[config.mk]
export PLATFORM = sky130hd
export DESIGN_NAME = shared_buffer_multi_queue
export DESIGN_NICKNAME = d
export VERILOG_FILES = /design/src/hw/rtl/sbmq_pkg.sv /design/src/hw/rtl/sbmq_ram.sv /design/src/hw/rtl/shared_buffer_multi_queue.sv
export SDC_FILE = /design/constraint.sdc
export NUM_CORES = 2
export LEC_CHECK = 0
export BUFFER_PORTS_ARGS = -buffer_cell sky130_fd_sc_hd__buf_4
export CAP_MARGIN = 20
export CORE_ASPECT_RATIO = 0.6
export CORE_MARGIN = 2
export CORE_UTILIZATION = 45
export CTS_BUF_LIST = sky130_fd_sc_hd__clkbuf_8
export DETAILED_ROUTE_END_ITERATION = 6
export GPL_ROUTABILITY_DRIVEN = 1
export HOLD_SLACK_MARGIN = 0.1
export PLACE_DENSITY = 0.68
export SETUP_SLACK_MARGIN = 0.3
export SYNTH_ARGS = -nofsm -noshare
export SYNTH_HDL_FRONTEND = slang
export SYNTH_SLANG_ARGS = --single-unit
[constraint.sdc]
create_clock -name clk -period 4.5 [get_ports clk]
set_input_delay 1.125 -clock clk [delete_from_list [all_inputs] [get_ports clk]]
set_output_delay 1.125 -clock clk [all_outputs]
set_load 0.01 [all_outputs]
[src/hw/rtl/sbmq_pkg.sv]
// Package for the shared-buffer multi-queue: default sizes, payload structs,
// operation and status codes, and the sequencer state type.
// No dependencies; used by the top level and the RAM wrapper users.
package sbmq_pkg;

    localparam int SBMQ_ENTRIES    = 64;
    localparam int SBMQ_QUEUES     = 8;
    localparam int SBMQ_DATA_WIDTH = 32;

    localparam int QID_WIDTH   = 3;
    localparam int FIELD_WIDTH = 32;

    typedef enum logic
    {
        KIND_PUSH = 1'b0,
        KIND_POP  = 1'b1
    } kind_t;

    typedef enum logic [1:0]
    {
        ST_OK    = 2'd0,
        ST_FULL  = 2'd1,
        ST_EMPTY = 2'd2
    } status_t;

    typedef struct packed
    {
        kind_t                          kind;
        logic [QID_WIDTH-1:0]           queue_id;
        logic signed [FIELD_WIDTH-1:0]  value;
    } req_t;

    typedef struct packed
    {
        status_t                        status;
        logic signed [FIELD_WIDTH-1:0]  data;
    } rsp_t;

    typedef enum logic [1:0]
    {
        S_IDLE,
        S_READ,
        S_LINK,
        S_POP
    } seq_state_t;

endpackage

[src/hw/rtl/sbmq_ram.sv]
// Generic single-write, single-read synchronous RAM with a registered read.
// Depends on nothing; instanced for the data, link and queue-pointer stores.
module sbmq_ram #(
    parameter int WIDTH = 8,
    parameter int DEPTH = 16
) (
    input  logic                                     clk,
    input  logic                                     wr_en,
    input  logic [((DEPTH > 1) ? $clog2(DEPTH) : 1)-1:0] wr_addr,
    input  logic [WIDTH-1:0]                         wr_data,
    input  logic                                     rd_en,
    input  logic [((DEPTH > 1) ? $clog2(DEPTH) : 1)-1:0] rd_addr,
    output logic [WIDTH-1:0]                         rd_data
);

    logic [WIDTH-1:0] mem_reg [DEPTH];
    logic [WIDTH-1:0] rd_data_reg;

    always_ff @(posedge clk)
    begin
        if (wr_en)
        begin
            mem_reg[wr_addr] <= wr_data;
        end
        if (rd_en)
        begin
            rd_data_reg <= mem_reg[rd_addr];
        end
    end

    assign rd_data = rd_data_reg;

endmodule

[src/hw/rtl/shared_buffer_multi_queue.sv]
// Top level of the shared-buffer multi-queue: sequencer, free-list and queue
// pointer bookkeeping around three sbmq_ram instances.
// Depends on sbmq_pkg and sbmq_ram.
//
//   Channel  Signals                  Direction  Carries
//   req      req_valid/req_ready/req  in         push or pop of one queue
//   rsp      rsp_valid/rsp_ready/rsp  out        status and data, one per req
//
// Operations: a push or a refused operation is answered from S_READ and a successful pop
// from S_POP, as the head entry's link is read before the queue head moves.
// A push onto a non-empty queue links the old tail while the next request is taken.
// Reset: queues read empty through per-queue valid bits; a fill count stands in for
// the reset chain of the free list, so no clearing pass is needed after reset.
// Stalls: while the sink holds rsp, the next operation waits before any memory write.
module shared_buffer_multi_queue #(
    parameter int ENTRIES    = sbmq_pkg::SBMQ_ENTRIES,
    parameter int QUEUES     = sbmq_pkg::SBMQ_QUEUES,
    parameter int DATA_WIDTH = sbmq_pkg::SBMQ_DATA_WIDTH
) (
    input  logic           clk,
    input  logic           rst_n,
    input  logic           req_valid,
    output logic           req_ready,
    input  sbmq_pkg::req_t req,
    output logic           rsp_valid,
    input  logic           rsp_ready,
    output sbmq_pkg::rsp_t rsp
);

    import sbmq_pkg::*;

    // A pointer is an entry index; the value ENTRIES stands for null.
    localparam int PW  = $clog2(ENTRIES + 1);
    localparam int EAW = $clog2(ENTRIES);
    localparam int QAW = (QUEUES > 1) ? $clog2(QUEUES) : 1;
    localparam logic [PW-1:0] NULL_PTR = PW'(ENTRIES);

    // Control state.
    seq_state_t         state_reg, state_next;
    logic [PW-1:0]      free_head_reg, free_head_next;
    logic [PW-1:0]      fill_reg, fill_next;
    logic [QUEUES-1:0]  qvalid_reg, qvalid_next;
    logic               rsp_valid_reg, rsp_valid_next;

    // Operation being worked on.
    kind_t                 kind_reg, kind_next;
    logic [QID_WIDTH-1:0]  q_reg, q_next;
    logic [DATA_WIDTH-1:0] val_reg, val_next;
    logic [PW-1:0]         slot_reg, slot_next;
    logic [PW-1:0]         tail_reg, tail_next;
    rsp_t                  rsp_reg, rsp_next;

    // Memory ports.
    logic                  dram_wr_en, dram_rd_en;
    logic [EAW-1:0]        dram_wr_addr, dram_rd_addr;
    logic [DATA_WIDTH-1:0] dram_wr_data, dram_rd_data;
    logic                  lram_wr_en, lram_rd_en;
    logic [EAW-1:0]        lram_wr_addr, lram_rd_addr;
    logic [PW-1:0]         lram_wr_data, lram_rd_data;
    logic                  qram_wr_en, qram_rd_en;
    logic [QAW-1:0]        qram_wr_addr, qram_rd_addr;
    logic [2*PW-1:0]       qram_wr_data, qram_rd_data;

    // Decode of the queue pointers read for the current operation.
    logic           accept;
    logic           out_free;
    logic [QAW-1:0] qaddr;
    logic           q_ok;
    logic           qv;
    logic [PW-1:0]  head_cur, tail_cur;
    logic           head_valid, tail_valid, free_valid;
    logic           push_ok, pop_ok;
    logic           slot_fresh;

    sbmq_ram #(.WIDTH(DATA_WIDTH), .DEPTH(ENTRIES)) u_data_ram (
        .clk     (clk),
        .wr_en   (dram_wr_en),
        .wr_addr (dram_wr_addr),
        .wr_data (dram_wr_data),
        .rd_en   (dram_rd_en),
        .rd_addr (dram_rd_addr),
        .rd_data (dram_rd_data)
    );

    sbmq_ram #(.WIDTH(PW), .DEPTH(ENTRIES)) u_link_ram (
        .clk     (clk),
        .wr_en   (lram_wr_en),
        .wr_addr (lram_wr_addr),
        .wr_data (lram_wr_data),
        .rd_en   (lram_rd_en),
        .rd_addr (lram_rd_addr),
        .rd_data (lram_rd_data)
    );

    // Each word holds a queue's head pointer above its tail pointer.
    sbmq_ram #(.WIDTH(2 * PW), .DEPTH(QUEUES)) u_queue_ram (
        .clk     (clk),
        .wr_en   (qram_wr_en),
        .wr_addr (qram_wr_addr),
        .wr_data (qram_wr_data),
        .rd_en   (qram_rd_en),
        .rd_addr (qram_rd_addr),
        .rd_data (qram_rd_data)
    );

    assign req_ready = (state_reg == S_IDLE) || (state_reg == S_LINK);
    assign accept    = req_valid && req_ready;
    assign out_free  = !rsp_valid_reg || rsp_ready;
    assign rsp_valid = rsp_valid_reg;
    assign rsp       = rsp_reg;

    // A queue that has never been written reads as empty.
    assign qaddr      = QAW'(q_reg);
    assign q_ok       = int'(q_reg) < QUEUES;
    assign qv         = q_ok && qvalid_reg[qaddr];
    assign head_cur   = qv ? qram_rd_data[2*PW-1:PW] : NULL_PTR;
    assign tail_cur   = qv ? qram_rd_data[PW-1:0] : NULL_PTR;
    assign head_valid = head_cur < NULL_PTR;
    assign tail_valid = tail_cur < NULL_PTR;
    assign free_valid = free_head_reg < NULL_PTR;
    assign push_ok    = q_ok && free_valid;
    assign pop_ok     = q_ok && head_valid;

    // Entries at or above the fill count have never been allocated, so their
    // link word is unwritten and the next entry in index order stands in for it.
    assign slot_fresh = free_head_reg >= fill_reg;

    // Next state of the sequencer.
    always_comb
    begin
        state_next = state_reg;
        case (state_reg)
            S_IDLE:
            begin
                if (req_valid)
                begin
                    state_next = S_READ;
                end
            end
            S_READ:
            begin
                if (kind_reg == KIND_POP && pop_ok)
                begin
                    state_next = S_POP;
                end
                else if (out_free)
                begin
                    if (kind_reg == KIND_PUSH && push_ok && head_valid && tail_valid)
                    begin
                        state_next = S_LINK;
                    end
                    else
                    begin
                        state_next = S_IDLE;
                    end
                end
            end
            S_LINK:
            begin
                state_next = req_valid ? S_READ : S_IDLE;
            end
            S_POP:
            begin
                if (out_free)
                begin
                    state_next = S_IDLE;
                end
            end
            default:
            begin
                state_next = S_IDLE;
            end
        endcase
    end

    // Memory controls and register updates.
    always_comb
    begin
        free_head_next = free_head_reg;
        fill_next      = fill_reg;
        qvalid_next    = qvalid_reg;
        rsp_valid_next = rsp_valid_reg && !rsp_ready;
        kind_next      = kind_reg;
        q_next         = q_reg;
        val_next       = val_reg;
        slot_next      = slot_reg;
        tail_next      = tail_reg;
        rsp_next       = rsp_reg;

        dram_wr_en   = 1'b0;
        dram_wr_addr = slot_reg[EAW-1:0];
        dram_wr_data = val_reg;
        dram_rd_en   = 1'b0;
        dram_rd_addr = head_cur[EAW-1:0];
        lram_wr_en   = 1'b0;
        lram_wr_addr = slot_reg[EAW-1:0];
        lram_wr_data = NULL_PTR;
        lram_rd_en   = 1'b0;
        lram_rd_addr = free_head_reg[EAW-1:0];
        qram_wr_en   = 1'b0;
        qram_wr_addr = qaddr;
        qram_wr_data = {head_cur, tail_cur};
        qram_rd_en   = 1'b0;
        qram_rd_addr = QAW'(req.queue_id);

        // A new request fetches its queue's pointers and, for a push, the
        // link of the first free entry.
        if (accept)
        begin
            kind_next  = req.kind;
            q_next     = req.queue_id;
            val_next   = DATA_WIDTH'($unsigned(req.value));
            qram_rd_en = 1'b1;
            lram_rd_en = 1'b1;
        end

        case (state_reg)
            S_READ:
            begin
                if (kind_reg == KIND_PUSH)
                begin
                    if (out_free)
                    begin
                        rsp_valid_next = 1'b1;
                        if (push_ok)
                        begin
                            // Take the first free entry and make it the new tail.
                            slot_next      = free_head_reg;
                            tail_next      = tail_cur;
                            free_head_next = slot_fresh ? free_head_reg + PW'(1)
                                                        : lram_rd_data;
                            if (slot_fresh)
                            begin
                                fill_next = free_head_reg + PW'(1);
                            end
                            dram_wr_en   = 1'b1;
                            dram_wr_addr = free_head_reg[EAW-1:0];
                            lram_wr_en   = 1'b1;
                            lram_wr_addr = free_head_reg[EAW-1:0];
                            lram_wr_data = NULL_PTR;
                            qram_wr_en   = 1'b1;
                            qram_wr_data = {(head_valid ? head_cur : free_head_reg),
                                            free_head_reg};
                            qvalid_next[qaddr] = 1'b1;
                            rsp_next.status    = ST_OK;
                            rsp_next.data      = FIELD_WIDTH'(val_reg);
                        end
                        else
                        begin
                            rsp_next.status = ST_FULL;
                            rsp_next.data   = '0;
                        end
                    end
                end
                else
                begin
                    if (pop_ok)
                    begin
                        // Fetch the head entry's link and data.
                        slot_next    = head_cur;
                        tail_next    = tail_cur;
                        lram_rd_en   = 1'b1;
                        lram_rd_addr = head_cur[EAW-1:0];
                        dram_rd_en   = 1'b1;
                        dram_rd_addr = head_cur[EAW-1:0];
                    end
                    else if (out_free)
                    begin
                        rsp_valid_next  = 1'b1;
                        rsp_next.status = ST_EMPTY;
                        rsp_next.data   = '0;
                    end
                end
            end
            S_LINK:
            begin
                // Chain the old tail to the entry just appended.
                lram_wr_en   = 1'b1;
                lram_wr_addr = tail_reg[EAW-1:0];
                lram_wr_data = slot_reg;
            end
            S_POP:
            begin
                if (out_free)
                begin
                    // Unlink the head and return its entry to the free list front.
                    qram_wr_en      = 1'b1;
                    qram_wr_data    = {lram_rd_data, tail_reg};
                    lram_wr_en      = 1'b1;
                    lram_wr_addr    = slot_reg[EAW-1:0];
                    lram_wr_data    = free_head_reg;
                    free_head_next  = slot_reg;
                    rsp_valid_next  = 1'b1;
                    rsp_next.status = ST_OK;
                    rsp_next.data   = FIELD_WIDTH'(dram_rd_data);
                end
            end
            default:
            begin
            end
        endcase
    end

    always_ff @(posedge clk or negedge rst_n)
    begin
        if (!rst_n)
        begin
            state_reg     <= S_IDLE;
            free_head_reg <= '0;
            fill_reg      <= '0;
            qvalid_reg    <= '0;
            rsp_valid_reg <= 1'b0;
        end
        else
        begin
            state_reg     <= state_next;
            free_head_reg <= free_head_next;
            fill_reg      <= fill_next;
            qvalid_reg    <= qvalid_next;
            rsp_valid_reg <= rsp_valid_next;
        end
    end

    always_ff @(posedge clk)
    begin
        kind_reg <= kind_next;
        q_reg    <= q_next;
        val_reg  <= val_next;
        slot_reg <= slot_next;
        tail_reg <= tail_next;
        rsp_reg  <= rsp_next;
    end

endmodule

==> summary by stage <==
Synthesis
The number of nets produced by synthesis is a little over 7000. The share of flip-flops with an asynchronous set or reset after synthesis is 0.903%. The most instantiated flip-flop cell in the synthesis netlist is sky130_fd_sc_hd__edfxtp_1. The number of different library cells used by synthesis comes to 66. A synthesized cell averages around 15 um^2. The share of the yosys chip area belonging to registers is 76.0%.

The mapped netlist covers 109000 um^2. The count of yosys warnings during synthesis is 0. After synthesis the netlist holds a flip-flop and latch count of between 2000 and 3000.

Yosys mapped a number of flops with a built-in enable equal to approximately 2700. The cell count after synthesis is slightly above 7000.

STA
The clock period could shrink to 4.09 ns. Setup repair after global routing left no endpoint under its margin. The number of max-slew violations in the final report is 0. At the pin with the least slew margin, the transition time is around 1.3 ns. The final setup TNS is 0 ns. Derived from the worst setup path, the maximum achievable clock frequency is between 0.2 and 0.25 GHz.

The worst path uses 90.9% of the clock period. The final count of hold timing violations came to 0. In this run the tightest slew margin relative to its limit is between 10% and 20%.

Setup violations remaining at the end of the flow were counted as 0. The clock arrives with around 0.11 ns of skew. The worst slack on hold paths is 0.306 ns.

Clocking
The clock drives approximately 2800 sinks. The number of buffers added by the clock tree synthesis step is 393. After clock tree synthesis, the clock-pin slew on the worst setup and hold paths is ~0.070 ns. CTS placed an instance of sky130_fd_sc_hd__clkbuf_8 at the clock tree root.

No sink is reached through more buffers than the 4 on the longest clock path. The later pin in the worst-skew pair is clocked with a latency of approximately 1.0 ns. The number of levels in the clock H-tree is 5. TritonCTS built the clock tree.

Job
The count of maximum capacitance violations is 0.

Finish
The library cell used most frequently in the layout, excluding fill and tap cells, is sky130_fd_sc_hd__edfxtp_1. Fill cells in the final layout number 19700. The growth of design area from synthesis to finish is 13.5%.

The register cell area after layout is ~83000 um^2. The number of flip-flops in the largest register is between 2000 and 2500. The multi-input combinational cell area is between 20000 and 25000 um^2. The fraction of layout instances using a drive strength above 1 is between 10% and 20%. The net count of the finished layout is ~7500. Leaving out fill and tap cells, the most frequent cells in the layout are 2745 x sky130_fd_sc_hd__edfxtp_1, 883 x sky130_fd_sc_hd__nand2_1, 408 x sky130_fd_sc_hd__clkbuf_8, 389 x sky130_fd_sc_hd__buf_4, 328 x sky130_fd_sc_hd__a21oi_1.

Critical path
The data required time at the worst endpoint is between 5 and 6 ns. The worst setup path is launched from a flop. The worst setup path is captured at a flop. The category of the critical setup timing path is reg -> reg. The largest fanout on the critical path is 48. The critical path arrival is ~4.8 ns.

Placed design
In this run the tool buffered the top-level ports with 75 buffer cells. The post-DP HPWL is about 190000 um. The final weighted congestion of routability-driven global placement is approximately 0.96.

Global routing
The via count of the first global-routing pass is approximately 64000. The global-route usage over all layers is about 25%. The maximum number of pins on one net before global-route repair is between 150 and 200. The wire length of the first global-routing pass is between 400000 and 500000 um.

The number of antenna violations at the first check in global routing is 14. The total global routing overflow is 0.

Routing
The count of nets left with antenna violations once routing finished came out at 0. The DRC violation total after the first TritonRoute iteration is about 11000. The wire length after detailed routing is 320000 um. After detailed routing, the number of vias per cell comes to 6.14. For this run, design rule violations remaining after detail routing come to 0. The total iterations of the first detailed-routing run is 6.

After detailed routing, the average wire length per cell comes to a little under 30 um. The number of vias in the routed layout is 67600.

Floorplan
The placeable core region is between 200000 and 250000 um^2. The initial standard-cell utilization of the core is a little under half. The total I/O pin count is between 70 and 80. The floorplan has 140 rows. The floorplan step set the die width to 640 um.

From bottom edge to top edge, the die measures between 300 and 400 um. The die covers 247000 um^2.

Run status
The run finished with clean final reports.

Hold path
The worst hold path belongs to the class in -> reg.

Power and ir drop
Across the VDD grid, the largest voltage drop is 0.000541 V. For this design the ratio of total power to cell area is 576 nW/um^2. The leakage power of the design is 0.0396 uW.
[per-stage QoR]
stage,worst slack (ns),total power (uW),area (um^2),std cells,utilization [%]
floorplan,0.423,43000,109000,7052,-
global placement,0.285,52500,117000,10300,48.3
detailed placement,0.232,52900,117000,10300,48.3
CTS,0.318,70800,124000,11000,51.2
global route,0.308,73800,124000,11000,51.2
finish,0.411,71400,124000,11000,51.2
[critical path, stage by stage (launching register included)]
cell	delay (ns)
sky130_fd_sc_hd__edfxtp_1	0.42
sky130_fd_sc_hd__or2_0	0.36
sky130_fd_sc_hd__o22a_1	0.31
sky130_fd_sc_hd__nand2_2	0.31
sky130_fd_sc_hd__and2_4	0.45
sky130_fd_sc_hd__buf_12	0.34
sky130_fd_sc_hd__buf_4	0.40
sky130_fd_sc_hd__buf_4	0.26
sky130_fd_sc_hd__a311oi_1	0.06
sky130_fd_sc_hd__o21ai_0	0.17
sky130_fd_sc_hd__o21ai_0	0.31
sky130_fd_sc_hd__a221o_1	0.38
[synth_stat cells (69+ instances only)]
master,count,area (um^2)
sky130_fd_sc_hd__edfxtp_1,2745,82400
sky130_fd_sc_hd__nand2_1,887,3330
sky130_fd_sc_hd__clkbuf_1,368,1380
sky130_fd_sc_hd__a21oi_1,331,1660
sky130_fd_sc_hd__a211oi_1,294,2210
sky130_fd_sc_hd__nor2b_1,265,1660
sky130_fd_sc_hd__mux2_2,260,2930
sky130_fd_sc_hd__o21ai_0,218,1090
sky130_fd_sc_hd__nand3_1,194,971
sky130_fd_sc_hd__mux2i_1,166,1660
sky130_fd_sc_hd__nor2_1,166,623
sky130_fd_sc_hd__a311oi_1,160,1400
sky130_fd_sc_hd__o221ai_1,131,1150
sky130_fd_sc_hd__o22ai_1,129,807
sky130_fd_sc_hd__a31oi_1,79,494
sky130_fd_sc_hd__buf_2,79,395
sky130_fd_sc_hd__or3_1,69,432
[worst paths after layout]
| check | slack, ns | end | cells past startpoint | startpoint |
|---|---|---|---|---|
| max | 0.41 | u_data_ram.rd_data[31] | 11 | q_reg[0] |
| min | 0.31 | dram_wr_data[27] | 1 | req[27] |
| min in group asynchronous | 0.61 | free_head_reg[1] | 2 | rst_n |
| max in group asynchronous | 3.56 | qvalid_reg[5] | 2 | rst_n |
| max reg2reg | 0.41 | u_data_ram.rd_data[31] | 11 | q_reg[0] |
| min reg2reg | 0.48 | qvalid_reg[3] | 2 | qvalid_reg[3] |
[routing by layer]
metal	global-route usage [%]	routed length, um	share of wire, %
met5	0	13	0.0041
met4	6.86	8360	2.6
met3	10.1	52100	16
met2	33.2	126000	39
met1	38.6	133000	42
[cells by family (layout without fill, tap and decap cells)]
| group | after synthesis | after routing | share of synthesized area, % |
|---|---|---|---|
| AOI/OAI and AO/OA | 1572 | 1572 | 9.91 |
| xor gates and xnor gates | 5 | 5 | 0.0401 |
| buffers and inverters | 522 | 1213 | 1.93 |
| other | 0 | 4 | 0 |
| DFF | 2770 | 2770 | 76.0 |
| adders and majority gates | 12 | 12 | 0.137 |
| and+or+nand+nor | 1716 | 1716 | 7.17 |
| muxes | 455 | 455 | 4.80 |
[power by group]
part	switching [uW]	internal [uW]	leakage, uW
Combinational	15400	6250	0.0106
Sequential	679	30800	0.0250
Clock	9520	8730	0.00408
[timing repair]
| item | 4_1_cts | 5_1_grt |
|---|---|---|
| endpoints found under the hold margin | 25 | 0 |
| resized for setup | 1 | 10 |
| pin swaps | 0 | 1 |
| buffers inserted | 0 | 3 |
| endpoints found under the setup margin | 1 | 35 |
| hold buffers | 1 | 0 |
[area by class of cell]
type | count | share of cell area (%)
diodes | 4 | 0.00807
clock buffers | 408 | 4.53
clock inverters | 291 | 1.10
inverters | 20 | 0.0686
multi-input cells | 3760 | 20.0
flip-flops and latches | 2770 | 67.0
well taps | 3266 | 3.30
repair buffers | 494 | 4.03
(Power assumes the default switching activity.)
